**src/sv/hq_pkg.sv**
```systemverilog
// hq_pkg: shared types, codes and default sizes of the heap timer queue.
// No dependencies; imported by hq_cmp and heap_timer_queue.
package hq_pkg;

  localparam int CAPACITY_DEF  = 32;
  localparam int KEY_SPACE_DEF = 1024;
  localparam int TIME_BITS_DEF = 32;

  localparam int KEY_W = 10;
  localparam int AMT_W = 24;

  typedef enum logic [2:0] {
    OP_ADVANCE = 3'd0,
    OP_ADD     = 3'd1,
    OP_FIRE    = 3'd2,
    OP_DROP    = 3'd3,
    OP_CLEAR   = 3'd4,
    OP_QUERY   = 3'd5
  } op_e;

  typedef enum logic [1:0] {
    KIND_EXPIRED = 2'd0,
    KIND_NEXT    = 2'd1,
    KIND_EMPTY   = 2'd2,
    KIND_FULL    = 2'd3
  } kind_e;

  typedef struct packed {
    logic [2:0]       operation;
    logic [KEY_W-1:0] timer_key;
    logic [AMT_W-1:0] amount_ms;
  } req_t;

  typedef struct packed {
    logic [1:0]       kind;
    logic [KEY_W-1:0] expired_key;
    logic [AMT_W-1:0] remaining_ms;
    logic             last;
  } res_t;

  typedef enum logic [4:0] {
    ST_INIT, ST_IDLE, ST_POS1, ST_DROP1, ST_RM0, ST_RM1,
    ST_SD0, ST_SD1, ST_SD2, ST_SD3, ST_SDE, ST_SU0, ST_SU1, ST_PLACE,
    ST_EXP_RD, ST_EXP_CHK, ST_CLR0, ST_CLR1, ST_FIN, ST_RPT, ST_RPT1
  } state_e;

endpackage

```
**src/sv/hq_cmp.sv**
```systemverilog
// hq_cmp: shared wrap-safe time comparator (one subtractor).
// Depends on hq_pkg for the default time width.
module hq_cmp #(
  parameter int TIME_BITS = hq_pkg::TIME_BITS_DEF
) (
  input  logic [TIME_BITS-1:0] a_i,
  input  logic [TIME_BITS-1:0] b_i,
  output logic [TIME_BITS-1:0] diff_o,
  output logic                 before_o,
  output logic                 due_o
);
  import hq_pkg::*;

  assign diff_o   = a_i - b_i;
  assign before_o = diff_o[TIME_BITS-1];
  assign due_o    = diff_o[TIME_BITS-1] || (diff_o == '0);
endmodule

```
**config.mk**
```make
export PLATFORM = sky130hd
export DESIGN_NAME = hq_cmp
export DESIGN_NICKNAME = d
export VERILOG_FILES = /design/src/sv/hq_pkg.sv /design/src/sv/hq_cmp.sv
export SDC_FILE = /design/constraint.sdc
export NUM_CORES = 1
export LEC_CHECK = 0
export ABC_AREA = 0
export BUFFER_PORTS_ARGS = -buffer_cell sky130_fd_sc_hd__buf_4
export CAP_MARGIN = 20
export CORE_MARGIN = 1.5
export CORE_UTILIZATION = 55
export DETAILED_ROUTE_END_ITERATION = 12
export GPL_ROUTABILITY_DRIVEN = 0
export PLACE_DENSITY = 0.9
export SYNTH_ARGS = -nofsm -noshare
export SYNTH_HDL_FRONTEND = slang
export SYNTH_SLANG_ARGS = --single-unit
```
**constraint.sdc**
```tcl
create_clock -name vclk -period 7.8
set_clock_uncertainty 0.15 [all_clocks]
set_input_delay 0.78 -clock vclk [all_inputs]
set_output_delay 0.78 -clock vclk [all_outputs]
set_load 0.02 [all_outputs]
```
==> qor.csv <==
stage,metric,value,unit
outcome,outcome,completed,
final_layout,area_delta_synth_final,31.0,%
floorplan,start_util,57.3,%
route,drtIter0Drc,149,
worst_hold_path,hold_class,primary input to primary output,
placement,port_buffers,98,
sta,finalHoldViolations,0,
route,routedWlPerCell,13.7,um
sta,timing.slew.headroom,66.1,%
grt,grt_max_degree,11,
grt,grt_pass1_wl,10900,um
sta,fin_tns_setup,0,ns
final_layout,regArea,0,sq um
setup_path,worstPathMaxFanout,4,
sta,slew_violations,0,
synthesis,synthCells,334,
floorplan,pin_count,98,
synthesis,synth_seq_area_share,0,%
sta,fin_crit_sh,61.3,%
synthesis,syn_area,0.00231,sq mm
final_layout,final_cell_mix,"buf_4 (98), inv_1 (40), ha_1 (31)",
route,num_vias,2798,
synthesis,yosysWarningCount,0,
route,routed_wl,6480,um
clock_network,cts_hold_buf,0,
route,drc_errors,0,
floorplan,die_x,67.8,um
sta,worst_slew_pin_slew,0.505,ns
setup_path,path_class,primary input to primary output,
final_layout,mostFrequentLayoutCell,buf_4,
placement,place_hpwl,5640,um
sta,rsz0062_at_grt,false,
flow_run,maxCapViolCount,0,
synthesis,synth.net_count,430,
sta,finalSetupViolCount,0,
grt,antenna_found_initial,0,
final_layout,nFlopsAndLatches,0,
floorplan,die-area,0.00460,sq mm
final_layout,final_cell_area,0.00303,sq mm
power_and_ir_drop,ir_drop,0.0698,mV
setup_path,arrival,3.85,ns
placement,postPlaceCellArea,0.00303,sq mm
grt,grt_use_total,29.0,%
floorplan,rows,23,
sta,fin_crit,4.78,ns
route,firstDrtPassIters,5,
grt,grt_pass1_vias,2618,
final_layout,n_antenna_cell,0,
final_layout,finalNetCount,521,
clock_network,post_cts_buffers,0,
sta,clock.fmax,209,MHz
setup_path,cp-start-kind,primary input,
clock_network,cts_resized,0,
setup_path,critical_path.endpoint_type,primary output,
final_layout,clkbuf_count,0,
setup_path,cp.required,6.87,ns
power_and_ir_drop,powerDensity,114,mW/mm^2
synthesis,synth_cell_types,71,
power_and_ir_drop,p_leak,0.00153,uW
floorplan,die_y,67.8,um
floorplan,core_area,0.00403,sq mm
synthesis,avgSynthCellArea,6.92,sq um
grt,grt_overflow,0,
route,viasPerCell,5.92,
route,ant_nets,0,
final_layout,drive_gt1_share,29.1,%
[cells by family (layout without fill, tap and decap cells)]
family	after synthesis	in the layout	synth area share [%]
AND/OR/NAND/NOR	114	114	26.4
buffers and inverters	49	138	10.0
AO/OA/AOI/OAI	109	109	34.5
XOR/XNOR	28	28	10.6
adder cells (fa/ha/maj)	32	32	17.7
multiplexers	2	2	0.867
[per-stage QoR]
step / util [%] / hold slack, ns / instances / total power [uW] / setup slack [ns]
floorplan: - / 1.62 / 334 / 227 / 3.31
global placement: 75.1 / 1.79 / 473 / 334 / 3.21
detailed placement: 75.1 / 1.81 / 473 / 340 / 3.11
CTS: 75.1 / 1.81 / 473 / 342 / 3.10
global route: 75.1 / 1.83 / 473 / 372 / 2.80
finish: 75.1 / 1.81 / 473 / 344 / 3.02
[final cells by class]
class / count / area (sq um)
repair buffers: 98 / 736
fillers: 339 / 1000
inverters: 40 / 150
well taps: 50 / 62.6
multi-input cells: 285 / 2080
[routing by layer]
| layer | vias up | global-route usage (%) | part of all wire, % |
|---|---|---|---|
| met4 | 0 | 6.75 | 2.1 |
| li1 | 1396 | - | - |
| met1 | 1260 | 34.8 | 41 |
| met5 | - | 0 | 0 |
| met3 | 16 | 2.67 | 7.8 |
| met2 | 126 | 54.8 | 50 |
[worst paths after layout]
| path | from | endpoint | slack [ns] | cells past startpoint |
|---|---|---|---|---|
| worst max-delay path | a_i[0] | due_o | 3.02 | 15 |
| worst min-delay path | b_i[0] | diff_o[0] | 1.81 | 4 |
[critical path, cell delays in order]
cell	delay (ns)
buf_4	0.08
inv_1	0.03
ha_1	0.22
fa_1	0.40
nor2b_1	0.17
o2111a_1	0.23
o211ai_2	0.14
a21oi_1	0.32
a21o_1	0.17
o2111ai_1	0.21
nor4_1	0.43
nand4_1	0.16
and4bb_1	0.27
or2_1	0.09
buf_4	0.13
[cell usage after synthesis, drive strengths merged, types with 3 or more instances]
cell	n	area, sq um
o31ai	3	36.3
nor4	7	50.1
o21bai	3	22.5
a21o	9	67.6
xor2	9	78.8
clkbuf	3	31.3
and3	8	52.6
o211ai	3	27.5
a21boi	3	22.5
a211oi	6	55.1
o21a	8	67.6
buf	6	50.0
nor2b	3	18.8
a21oi	29	160
o21ai	20	115
and2	6	38.8
a31oi	6	37.5
ha	31	388
inv	40	150
nor3	10	50.1
nand4	3	18.8
nand3	8	52.6
nand2	28	108
xnor2	19	166
nor2	30	113
o2111ai	3	26.3
[power by group]
| part | switching, uW | internal [uW] | leakage, uW |
|---|---|---|---|
| clock network | 0 | 0 | 0 |
| registers | 0 | 0 | 0 |
| logic | 195 | 149 | 0.00153 |
| total | 195 | 149 | 0.00153 |
(Power assumes the default switching activity.)
